$ cat config.mk
export PLATFORM = sky130hd
export DESIGN_NAME = packet_header_field_extractor
export DESIGN_NICKNAME = d
export VERILOG_FILES = /design/src/design/phfe_pkg.sv /design/src/design/packet_header_field_extractor.sv /design/src/design/phfe_parser.sv /design/src/design/phfe_fifo.sv
export VERILOG_INCLUDE_DIRS = /design/src /design/src/design
export SDC_FILE = /design/constraint.sdc
export NUM_CORES = 1
export LEC_CHECK = 0
export ABC_AREA = 1
export BUFFER_PORTS_ARGS = -buffer_cell sky130_fd_sc_hd__buf_4
export CORE_ASPECT_RATIO = 1.2
export CORE_MARGIN = 3
export CORE_UTILIZATION = 27
export CTS_CLUSTER_SIZE = 28
export DETAILED_ROUTE_END_ITERATION = 7
export SLEW_MARGIN = 25
export SYNTH_ARGS = -nofsm -noshare
export SYNTH_HDL_FRONTEND = slang
export SYNTH_SLANG_ARGS = --single-unit
$ cat constraint.sdc
create_clock -name clk -period 22.8 [get_ports clk]
set_clock_uncertainty 0.05 [all_clocks]
set_input_delay 2.28 -clock clk [delete_from_list [all_inputs] [get_ports clk]]
set_output_delay 2.28 -clock clk [all_outputs]
set_load 0.03 [all_outputs]
$ cat src/design/assert_macros.svh
// assertion helpers used by the record queue
`ifndef ASSERT_MACROS_SVH
`define ASSERT_MACROS_SVH

// implication checked on every rising clock edge outside reset
`define ASSERT_CLK(label, clk, rst_n, prop, msg) \
  label: assert property (@(posedge clk) disable iff (!rst_n) prop) else $error(msg);

// condition that must never be seen outside reset
`define ASSERT_NEVER(label, clk, rst_n, cond, msg) \
  label: assert property (@(posedge clk) disable iff (!rst_n) !(cond)) else $error(msg);

`endif

$ cat src/design/phfe_pkg.sv
package phfe_pkg;

  localparam int unsigned MaxTcpOptBytes = 32;
  localparam int unsigned MaxPauseEntries = 32;

  localparam logic [5:0] FldNone = 6'd63;

  localparam logic [7:0] ProtoTcp  = 8'h06;
  localparam logic [7:0] ProtoUdp  = 8'h11;
  localparam logic [7:0] ProtoCnp  = 8'hFF;
  localparam logic [7:0] ProtoPause = 8'hFE;
  localparam logic [7:0] ProtoAck  = 8'hFC;
  localparam logic [7:0] ProtoNack = 8'hFD;

  localparam logic [1:0] StOk       = 2'd0;
  localparam logic [1:0] StNotIpv4  = 2'd1;
  localparam logic [1:0] StBadTcp   = 2'd2;
  localparam logic [1:0] StLongList = 2'd3;

  localparam logic CfgLayers = 1'b0;
  localparam logic CfgBrief  = 1'b1;

  // one finished record
  typedef struct packed {
    logic [5:0]  field_id;
    logic [63:0] field_value;
    logic [5:0]  entry_index;
    logic        header_done;
    logic [7:0]  header_length;
    logic [1:0]  parse_status;
  } rec_t;

  function automatic logic [15:0] swap16(input logic [15:0] v);
    return {v[7:0], v[15:8]};
  endfunction

  function automatic logic [31:0] swap32(input logic [31:0] v);
    return {v[7:0], v[15:8], v[23:16], v[31:24]};
  endfunction

endpackage

$ cat src/design/packet_header_field_extractor.sv
// Packet header parser: one packet byte per cycle in while the queue is not
// full, one record out for each completed field and at the header's end. A
// record is registered in the queue, so it appears on the output ports in the
// cycle after its byte is accepted when the queue is empty, later while the
// consumer stalls; the byte walker is combinational. full rises when the
// four-entry queue fills, refusing a byte in that cycle even if a record pops.
module packet_header_field_extractor import phfe_pkg::*; #(
  parameter int unsigned MAX_TCP_OPTION_BYTES = MaxTcpOptBytes,
  parameter int unsigned MAX_PAUSE_ENTRIES = MaxPauseEntries
) (
  input  logic        clk,
  input  logic        rst_n,
  input  logic        cfg_we,
  input  logic        cfg_index,
  input  logic [2:0]  cfg_data,
  input  logic        push,
  output logic        full,
  input  logic [7:0]  in_pkt_byte,
  input  logic        in_first_byte,
  output logic        empty,
  input  logic        pop,
  output logic [5:0]  out_field_id,
  output logic [63:0] out_field_value,
  output logic [5:0]  out_entry_index,
  output logic        out_header_done,
  output logic [7:0]  out_header_length,
  output logic [1:0]  out_parse_status
);
  logic rec_vld, q_full;
  rec_t rec, head;

  assign full = q_full;

  phfe_parser #(
    .MAX_TCP_OPTION_BYTES(MAX_TCP_OPTION_BYTES),
    .MAX_PAUSE_ENTRIES(MAX_PAUSE_ENTRIES)
  ) u_parser (
    .clk, .rst_n, .cfg_we, .cfg_index, .cfg_data,
    .byte_vld(push && !q_full), .pkt_byte(in_pkt_byte), .first_byte(in_first_byte),
    .rec_vld, .rec
  );

  phfe_fifo u_fifo (
    .clk, .rst_n, .wr(rec_vld), .wdata(rec), .full(q_full),
    .rd(pop), .empty, .rdata(head)
  );

  assign out_field_id = head.field_id;
  assign out_field_value = head.field_value;
  assign out_entry_index = head.entry_index;
  assign out_header_done = head.header_done;
  assign out_header_length = head.header_length;
  assign out_parse_status = head.parse_status;
endmodule

$ cat src/design/phfe_parser.sv
// front part: walks the header a byte at a time and forms records
module phfe_parser import phfe_pkg::*; #(
  parameter int unsigned MAX_TCP_OPTION_BYTES = MaxTcpOptBytes,
  parameter int unsigned MAX_PAUSE_ENTRIES = MaxPauseEntries
) (
  input  logic       clk,
  input  logic       rst_n,
  input  logic       cfg_we,
  input  logic       cfg_index,
  input  logic [2:0] cfg_data,
  input  logic       byte_vld,
  input  logic [7:0] pkt_byte,
  input  logic       first_byte,
  output logic       rec_vld,
  output rec_t       rec
);

  logic [2:0]  layers_r;
  logic        brief_r;
  logic [7:0]  off_r;
  logic [63:0] acc_r;
  logic [7:0]  proto_r;
  logic [5:0]  ihb_r;
  logic [15:0] tlen_r;
  logic [3:0]  doff_r;
  logic [15:0] pcnt_r;
  logic        fin_r;

  logic [7:0]  off_nxt, proto_nxt;
  logic [63:0] acc_nxt;
  logic [5:0]  ihb_nxt;
  logic [15:0] tlen_nxt, pcnt_nxt;
  logic [3:0]  doff_nxt;
  logic        fin_nxt;

  // working values, widened so sums never wrap
  logic [8:0]  o, n, l2, base, q;
  logic [8:0]  chk_n;
  logic        active, restart, cmpl, done;
  logic [1:0]  cst;
  logic [5:0]  id, idx;
  logic [63:0] val;
  logic [3:0]  ihl;
  logic [15:0] h;
  logic [31:0] w;
  logic        full;
  logic [17:0] want;
  logic [8:0]  c;
  logic        gate;

  // header completion over the updated state
  always_comb begin
    cmpl = 1'b0;
    cst = StOk;
    want = '0;
    gate = 1'b1;
    base = l2;
    if (layers_r[1]) begin
      if (chk_n <= l2) gate = 1'b0;
      base = l2 + {3'd0, ihb_nxt};
    end
    if (chk_n < base) gate = 1'b0;
    c = chk_n - base;
    if (layers_r[2]) begin
      if (proto_nxt == ProtoTcp) begin
        if (c < 9'd14) gate = 1'b0;
        if (brief_r) want = ({14'd0, doff_nxt} * 18'd4 < 18'd14) ? 18'd14
                            : {14'd0, doff_nxt} * 18'd4;
        else if (doff_nxt < 4'd5 ||
                 ({14'd0, doff_nxt} - 18'd5) * 18'd4 > 18'(MAX_TCP_OPTION_BYTES)) begin
          want = 18'd20;
          cst = StBadTcp;
        end else want = {14'd0, doff_nxt} * 18'd4;
      end else if (proto_nxt == ProtoUdp) want = 18'd30;
      else if (proto_nxt == ProtoCnp || proto_nxt == ProtoAck || proto_nxt == ProtoNack)
        want = 18'd8;
      else if (proto_nxt == ProtoPause) begin
        if (c < 9'd6) gate = 1'b0;
        if (pcnt_nxt > 16'(MAX_PAUSE_ENTRIES)) begin
          want = 18'd6;
          cst = StLongList;
        end else want = 18'd6 + {1'b0, pcnt_nxt, 1'b0};
      end
    end
    cmpl = gate && ({9'd0, c} >= want);
  end

  // per byte field extraction
  always_comb begin
    restart = byte_vld && first_byte;
    active = byte_vld && (first_byte || !fin_r);
    l2 = layers_r[0] ? 9'd2 : 9'd0;
    off_nxt = off_r; acc_nxt = acc_r; proto_nxt = proto_r; ihb_nxt = ihb_r;
    tlen_nxt = tlen_r; doff_nxt = doff_r; pcnt_nxt = pcnt_r; fin_nxt = fin_r;
    if (restart) begin
      off_nxt = '0; acc_nxt = '0; ihb_nxt = '0; tlen_nxt = '0;
      doff_nxt = '0; pcnt_nxt = '0; fin_nxt = 1'b0;
    end
    o = {1'b0, (restart ? 8'd0 : off_r)};
    n = o + 9'd1;
    id = FldNone; idx = '0; val = '0; done = 1'b0;
    full = !brief_r;
    q = '0; h = '0; w = '0; ihl = '0;
    chk_n = n;
    rec_vld = 1'b0;
    rec = '0;
    if (active) begin
      // empty header check on a restart, before the byte is consumed
      chk_n = 9'd0;
      if (restart && cmpl_zero()) begin
        fin_nxt = 1'b1;
        rec_vld = 1'b1;
        rec = '{FldNone, 64'd0, 6'd0, 1'b1, 8'd0, StOk};
      end else begin
        chk_n = n;
        off_nxt = n[7:0];
        acc_nxt = {(restart ? 56'd0 : acc_r[55:0]), pkt_byte};
        h = acc_nxt[15:0];
        w = acc_nxt[31:0];
        if (o < l2) begin
          if (o == 9'd1) begin id = 6'd0; val = {48'd0, h}; end
        end else if (layers_r[1] && (o == l2 || o - l2 < {3'd0, ihb_nxt})) begin
          q = o - l2;
          if (q == 9'd0) begin
            ihl = pkt_byte[3:0];
            ihb_nxt = (ihl < 4'd5) ? 6'd20 : {ihl, 2'b00};
          end else begin
            case (q)
              9'd1: begin id = 6'd1; val = {56'd0, pkt_byte}; end
              9'd3: if (full) begin
                tlen_nxt = h;
                id = 6'd2; val = {48'd0, h - {10'd0, ihb_nxt}};
              end
              9'd5: begin id = 6'd3; val = {48'd0, h}; end
              9'd6: if (full) begin id = 6'd4; val = {62'd0, pkt_byte[6:5]}; end
              9'd7: if (full) begin
                id = 6'd5; val = {48'd0, h[12:0], 3'd0};
              end
              9'd8: if (full) begin id = 6'd6; val = {56'd0, pkt_byte}; end
              9'd9: begin proto_nxt = pkt_byte; id = 6'd7; val = {56'd0, pkt_byte}; end
              9'd11: if (full) begin id = 6'd8; val = {48'd0, h}; end
              9'd15: begin id = 6'd9; val = {32'd0, w}; end
              9'd19: begin id = 6'd10; val = {32'd0, w}; end
              default: ;
            endcase
          end
        end else if (layers_r[2]) begin
          q = o - l2 - (layers_r[1] ? {3'd0, ihb_nxt} : 9'd0);
          if (proto_r == ProtoTcp) begin
            case (q)
              9'd1: begin id = 6'd11; val = {48'd0, h}; end
              9'd3: begin id = 6'd12; val = {48'd0, h}; end
              9'd7: begin id = 6'd13; val = {32'd0, w}; end
              9'd11: begin id = 6'd14; val = {32'd0, w}; end
              9'd13: begin doff_nxt = h[15:12]; id = 6'd15; val = {58'd0, h[5:0]}; end
              9'd15: if (full) begin id = 6'd16; val = {48'd0, h}; end
              9'd19: if (full) begin id = 6'd17; val = {48'd0, h}; end
              default: if (full && q >= 9'd20) begin
                id = 6'd18; val = {56'd0, pkt_byte}; idx = 6'(q - 9'd20);
              end
            endcase
          end else if (proto_r == ProtoUdp) begin
            case (q)
              9'd1: begin id = 6'd19; val = {48'd0, h}; end
              9'd3: begin id = 6'd20; val = {48'd0, h}; end
              9'd5: if (full) begin id = 6'd21; val = {48'd0, h}; end
              9'd11: begin id = 6'd22; val = {32'd0, w}; end
              9'd19: begin id = 6'd23; val = acc_nxt; end
              9'd21: begin id = 6'd24; val = {48'd0, h}; end
              9'd25: begin id = 6'd25; val = {32'd0, w}; end
              9'd29: begin id = 6'd26; val = {32'd0, w}; end
              default: ;
            endcase
          end else if (proto_r == ProtoCnp) begin
            case (q)
              9'd0: begin id = 6'd27; val = {56'd0, pkt_byte}; end
              9'd2: begin id = 6'd28; val = {48'd0, swap16(h)}; end
              9'd3: begin id = 6'd29; val = {56'd0, pkt_byte}; end
              9'd5: begin id = 6'd30; val = {48'd0, swap16(h)}; end
              9'd7: begin id = 6'd31; val = {48'd0, swap16(h)}; end
              default: ;
            endcase
          end else if (proto_r == ProtoAck || proto_r == ProtoNack) begin
            case (q)
              9'd1: begin id = 6'd32; val = {48'd0, swap16(h)}; end
              9'd5: begin id = 6'd33; val = {32'd0, swap32(w)}; end
              9'd7: begin id = 6'd34; val = {48'd0, swap16(h)}; end
              default: ;
            endcase
          end else if (proto_r == ProtoPause) begin
            if (q == 9'd3) begin id = 6'd35; val = {32'd0, swap32(w)}; end
            else if (q == 9'd5) begin
              pcnt_nxt = swap16(h); id = 6'd36; val = {48'd0, swap16(h)};
            end else if (q >= 9'd6 && q[0] == 1'b1) begin
              id = 6'd37; val = {48'd0, h}; idx = 6'((q - 9'd6) >> 1);
            end
          end
        end
        // bad version stops at once
        if (layers_r[1] && !(o < l2) && o == l2 && pkt_byte[7:4] != 4'd4) begin
          fin_nxt = 1'b1;
          rec_vld = 1'b1;
          rec = '{FldNone, 64'd0, 6'd0, 1'b1, 8'd0, StNotIpv4};
          ihb_nxt = ihb_r;
          if (restart) ihb_nxt = '0;
        end else begin
          done = cmpl;
          if (done) fin_nxt = 1'b1;
          rec_vld = (id != FldNone) || done;
          rec = '{id, (id == FldNone) ? 64'd0 : val, idx, done,
                  done ? n[7:0] : 8'd0, done ? cst : StOk};
        end
      end
    end
  end

  // completion at zero consumed bytes: uses reset values of the walk
  function automatic logic cmpl_zero();
    logic [8:0] lb;
    lb = layers_r[0] ? 9'd2 : 9'd0;
    if (layers_r[1]) return 1'b0;
    if (!layers_r[2]) return lb == 9'd0;
    if (lb != 9'd0) return 1'b0;
    if (proto_r == ProtoTcp || proto_r == ProtoUdp || proto_r == ProtoCnp ||
        proto_r == ProtoAck || proto_r == ProtoNack || proto_r == ProtoPause)
      return 1'b0;
    return 1'b1;
  endfunction

  // state and configuration registers
  always_ff @(posedge clk) begin
    if (!rst_n) begin
      layers_r <= 3'd6; brief_r <= 1'b1; off_r <= '0; acc_r <= '0;
      proto_r <= '0; ihb_r <= '0; tlen_r <= '0; doff_r <= '0;
      pcnt_r <= '0; fin_r <= 1'b1;
    end else begin
      if (cfg_we && cfg_index == CfgLayers) layers_r <= cfg_data;
      if (cfg_we && cfg_index == CfgBrief) brief_r <= cfg_data[0];
      off_r <= off_nxt; acc_r <= acc_nxt; proto_r <= proto_nxt;
      ihb_r <= ihb_nxt; tlen_r <= tlen_nxt; doff_r <= doff_nxt;
      pcnt_r <= pcnt_nxt; fin_r <= fin_nxt;
    end
  end

endmodule

$ cat src/design/phfe_fifo.sv
// back part: short record queue toward the consumer
module phfe_fifo import phfe_pkg::*; (
  input  logic clk,
  input  logic rst_n,
  input  logic wr,
  input  rec_t wdata,
  output logic full,
  input  logic rd,
  output logic empty,
  output rec_t rdata
);
  `include "assert_macros.svh"

  rec_t       mem_r [4];
  logic [1:0] wp_r, rp_r;
  logic [2:0] cnt_r;
  logic       do_wr, do_rd;

  assign full  = cnt_r == 3'd4;
  assign empty = cnt_r == 3'd0;
  assign do_wr = wr && !full;
  assign do_rd = rd && !empty;
  assign rdata = mem_r[rp_r];

  // storage
  always_ff @(posedge clk) begin
    if (do_wr) mem_r[wp_r] <= wdata;
  end

  // pointers and count
  always_ff @(posedge clk) begin
    if (!rst_n) begin
      wp_r <= '0; rp_r <= '0; cnt_r <= '0;
    end else begin
      if (do_wr) wp_r <= wp_r + 2'd1;
      if (do_rd) rp_r <= rp_r + 2'd1;
      cnt_r <= cnt_r + {2'd0, do_wr} - {2'd0, do_rd};
    end
  end

  `ASSERT_CLK(a_cnt_range, clk, rst_n, cnt_r <= 3'd4, "queue count overflow")
  `ASSERT_CLK(a_ptr_gap, clk, rst_n, (wp_r - rp_r) == cnt_r[1:0], "pointer gap mismatch")
  `ASSERT_CLK(a_rd_step, clk, rst_n, do_rd && !do_wr |=> cnt_r == $past(cnt_r) - 3'd1, "bad pop")
  `ASSERT_NEVER(a_no_drop, clk, rst_n, wr && full, "record written while queue full")
endmodule

==> summary.md <==
| Metric | Value |
|---|---|
| CTS tree | done |
| Die W | approximately 280 microns |
| Max_cap viols | 0 |
| Via/cell ratio | 5.049 |
| Tmin final | ~11 ns |
| Core box area | slightly above 90000 sq um |
| NetSw | ~1.3 mW |
| Pin count of the biggest net entering global routing | 110 |
| Clk root buf | clkbuf_16 |
| Die area | 95830 sq um |
| Status | finished, final reports clean |
| CP dominant cell by count | nand2_1 |
| Critical path type | in -> reg |
| FMAX | 91.86 MHz |
| Final wirelength | just under 80000 microns |
| I/O Buffers | roughly 110 |
| Main synth FF type | edfxtp_1 |
| Worst Tran Pin Value | between 1 and 1.5 ns |
| Post-synth top area cell | edfxtp_1 |
| Flop pwr share | ~34% |
| H-Tree Depth | 2 |
| Min-delay src | u_fifo.rp_r[1]$_SDFFE_PN0P_ |
| Die Height | 338.5 microns |
| R2R cell count | 42 |
| Peak supply drop | 0.05408 mV |
| Switching Share | roughly two fifths |
| Ports | approximately 110 |
| Sequential element share of the synthesized area | between 50% and 60% |
| CTS Hold Bufs | 0 |
| Top Layer Used | met5 |
| Synth top area cells | edfxtp_1 (42%), dfxtp_1 (9.0%), nand2_1 (7.8%) |
| Count of final max-slew check failures | 0 |
| Global route overflow | 0 |
| Internal power | 1.799 mW |
| Synthesized flop and latch total | 460 |
| Final WS setup | between 10 and 15 ns |
| Cell Pwr Density | approximately 110 nW/um^2 |
| Mean area per synthesized cell | ~8.6 sq um |
| Distinct cell type count after synthesis | a little under 70 |
| # Post-CTS Setup Buffers | 0 |
| Final antenna-violating net count | 0 |
| Rel. slew slack | between 10% and 20% |
| RSZ-0062 raised after global routing | false |
| Vias in the first global route | between 15000 and 20000 |
| Type of destination of the critical path | flop |
| Ys Warns | 0 |
| Skew-Pair Late Insertion Delay | ~0.6 ns |
| Detailed placer's ending HPWL | between 50000 and 60000 microns |
| Fin crit share | 47.75% |
| Gpl congestion | 0.9977 |
| Crit path max fanout | 57 |
| Post_cts resized | 0 |
| Fin Setup TNS | 0 ns |
| Clock power share | 25.5% |
| Share of the synthesized area in the top cell type | 42.01% |
| Critical-path top delay cell | buf_4 |
| Pre-CTS WS | ~11 ns |
| FP Rows | about 120 |
| Most numerous cell in the Yosys netlist | nand2_1 |
| Post-synth top cells | nand2_1 (515), nor2_1 (366), edfxtp_1 (348) |
| DRT iter0 DRCs | 1802 |
| Mapped Cells | between 2000 and 3000 |
| Final net count | ~3000 |
| Total Power | approximately 3.1 mW |
| Met2 wire length | 38980 microns |
| Placed cell area | roughly 27000 sq um |
| Hold slack | approximately 0.41 ns |
| DRC Markers | 0 |
| Global Route Usage Sum | ~16% |
| CTS clk-pin slew, worst paths | 0.06 ns |
| Routed WL per cell | between 15 and 20 microns |
| EDFF count, synth | approximately 350 |
| Hold depth | 2 |
| Leak | ~11 nW |
| Final-report hold violation count | 0 |
| Setup-failing EPs final | 0 |
| Setup slack, reg-to-reg | roughly 13 ns |
| Comb pwr share | between 40% and 50% |
| Worst Hold Class | reg -> reg |
| CTS Buffer Depth | 3 |
| Initial Util | 27.34% |
| Initial antenna violation count | 7 |
| WL met3 | roughly 4600 microns |
| Worst r2r src | u_fifo.cnt_r[1]$_SDFF_PN0_ |
| CP Launch Type | input pin |
| Sink Count | 460 |
| Worst r2r dst | u_fifo.mem_r[2][41]$_DFFE_PP_ |
| WP data required | around 23 ns |
| Area growth, synth to finish | 14.17% |
| First-pass DRT Iterations | 6 |
| Final Cell Area | around 28000 sq um |
| First-pass GRT wire length | 119600 microns |
| Ys async rst share | 0% |
| CTS buffer count | 44 |
| Post-Synthesis Cell Area | between 20000 and 25000 sq um |
| Layout cell share with drive strength beyond 1 | about 11% |
| Crit-path max cell delay | 0.66 ns |
| Critical path arrival | about 11 ns |
| Vias post-DR | 21099 |
| Wl on met1 | 31610 microns |
-- worst max-delay path, delay by kind of cell --
family          cells  cell delay [ns]
simple gates       19             2.64
buf+inv             6             2.39
fa+ha+maj           5             1.50
compound gates      9             1.47
xor+xnor            2             0.62
-- power groups by stage --
stage               sequential (mW)  clock, mW  combinational (mW)
floorplan                      1.07          0               0.826
global placement               1.07          0                1.23
detailed placement             1.07          0                1.23
CTS                            1.05      0.796                1.24
global route                   1.06      0.828                1.34
finish                         1.05      0.780                1.22
-- routing by layer --
layer,track usage [%],up-vias
met5,0,-
met1,18.91,10016
met2,27.67,733
met3,2.139,185
li1,-,10159
met4,7.381,6
-- how the worst max path moves through the flow --
stage | start | depth (start not counted) | slack, ns | end
2_1_floorplan | in_first_byte | 48 | 10.11 | u_fifo.mem_r[0][0]$_DFFE_PP_
3_3_place_gp | push | 41 | 11.33 | u_fifo.mem_r[2][24]$_DFFE_PP_
3_5_place_dp | push | 41 | 11.27 | u_fifo.mem_r[2][32]$_DFFE_PP_
4_1_cts | push | 41 | 11.85 | u_fifo.mem_r[2][41]$_DFFE_PP_
5_1_grt | push | 41 | 11.04 | u_fifo.mem_r[2][44]$_DFFE_PP_
6_report | push | 41 | 11.91 | u_fifo.mem_r[2][41]$_DFFE_PP_
-- cell usage in the layout (no fill, tap or decap), types with 5 or more instances in the layout --
cell	netlist	layout
nand2_1	515	515
nor2_1	366	358
edfxtp_1	348	348
o21ai_0	293	293
inv_1	226	223
a21oi_1	167	167
buf_4	3	137
nand3_1	126	126
dfxtp_1	112	110
o22ai_1	100	100
ha_1	55	55
nor3_1	53	53
clkbuf_16	0	44
a211oi_1	32	32
nand2_2	23	23
nand4_1	22	22
xor2_1	21	21
clkinv_1	14	21
o211ai_1	21	21
a31oi_1	18	18
o32ai_1	18	18
inv_2	15	17
nor4_1	17	17
nor2_2	13	16
o221ai_1	14	14
o31ai_1	13	13
nor2_4	5	10
o21ai_1	8	8
o2111ai_1	8	8
a211oi_2	8	8
clkinv_2	0	8
xnor2_1	7	7
nor4_2	7	7
bufinv_16	0	7
o21ai_2	6	6
nand3_2	6	6
nand3b_1	6	6
nand2_4	5	5
a22oi_1	5	5
o311ai_0	5	5
-- kinds of logic after synthesis --
family	Yosys count	share of synthesized area, %
flops	460	51.02
other cells	1	0.01507
simple gates	1183	20.80
xor+xnor	28	0.9858
buf+inv	414	6.453
compound gates	742	17.64
fa+ha+maj	59	3.088
-- flip-flops by register name, indices dropped and copies added (netlist names), named ones only --
| register | flops |
|---|---|
| u_parser.off_r | 8 |
| u_parser.acc_r | 56 |
| u_parser.ihb_r | 6 |
| u_fifo.cnt_r | 3 |
| u_parser.layers_r | 3 |
| u_parser.proto_r | 8 |
| u_parser.doff_r | 4 |
| u_fifo.wp_r | 2 |
| u_parser.fin_r | 1 |
| u_parser.pcnt_r | 16 |
| u_parser.brief_r | 1 |
| u_fifo.mem_r | 348 |
| u_fifo.rp_r | 2 |
-- final cells by class --
| cell class | count | area, sq um |
|---|---|---|
| Clock inverter | 32 | 412.9 |
| Antenna cell | 2 | 5.005 |
| Inverter | 255 | 962.2 |
| Multi-Input combinational cell | 2014 | 10630 |
| Tap cell | 1230 | 1539 |
| Timing Repair Buffer | 137 | 1028 |
| Fill cell | 9478 | 62590 |
| Sequential cell | 460 | 12700 |
| Clock buffer | 49 | 1130 |
-- metrics by stage --
step	utilization (%)	cells
after CTS	31.21	4177
after detailed placement	29.52	4096
after global routing	31.21	4177
after global placement	29.51	4096
final	31.22	4179
after floorplan	-	2888
Power figures use the tool's default switching activity.
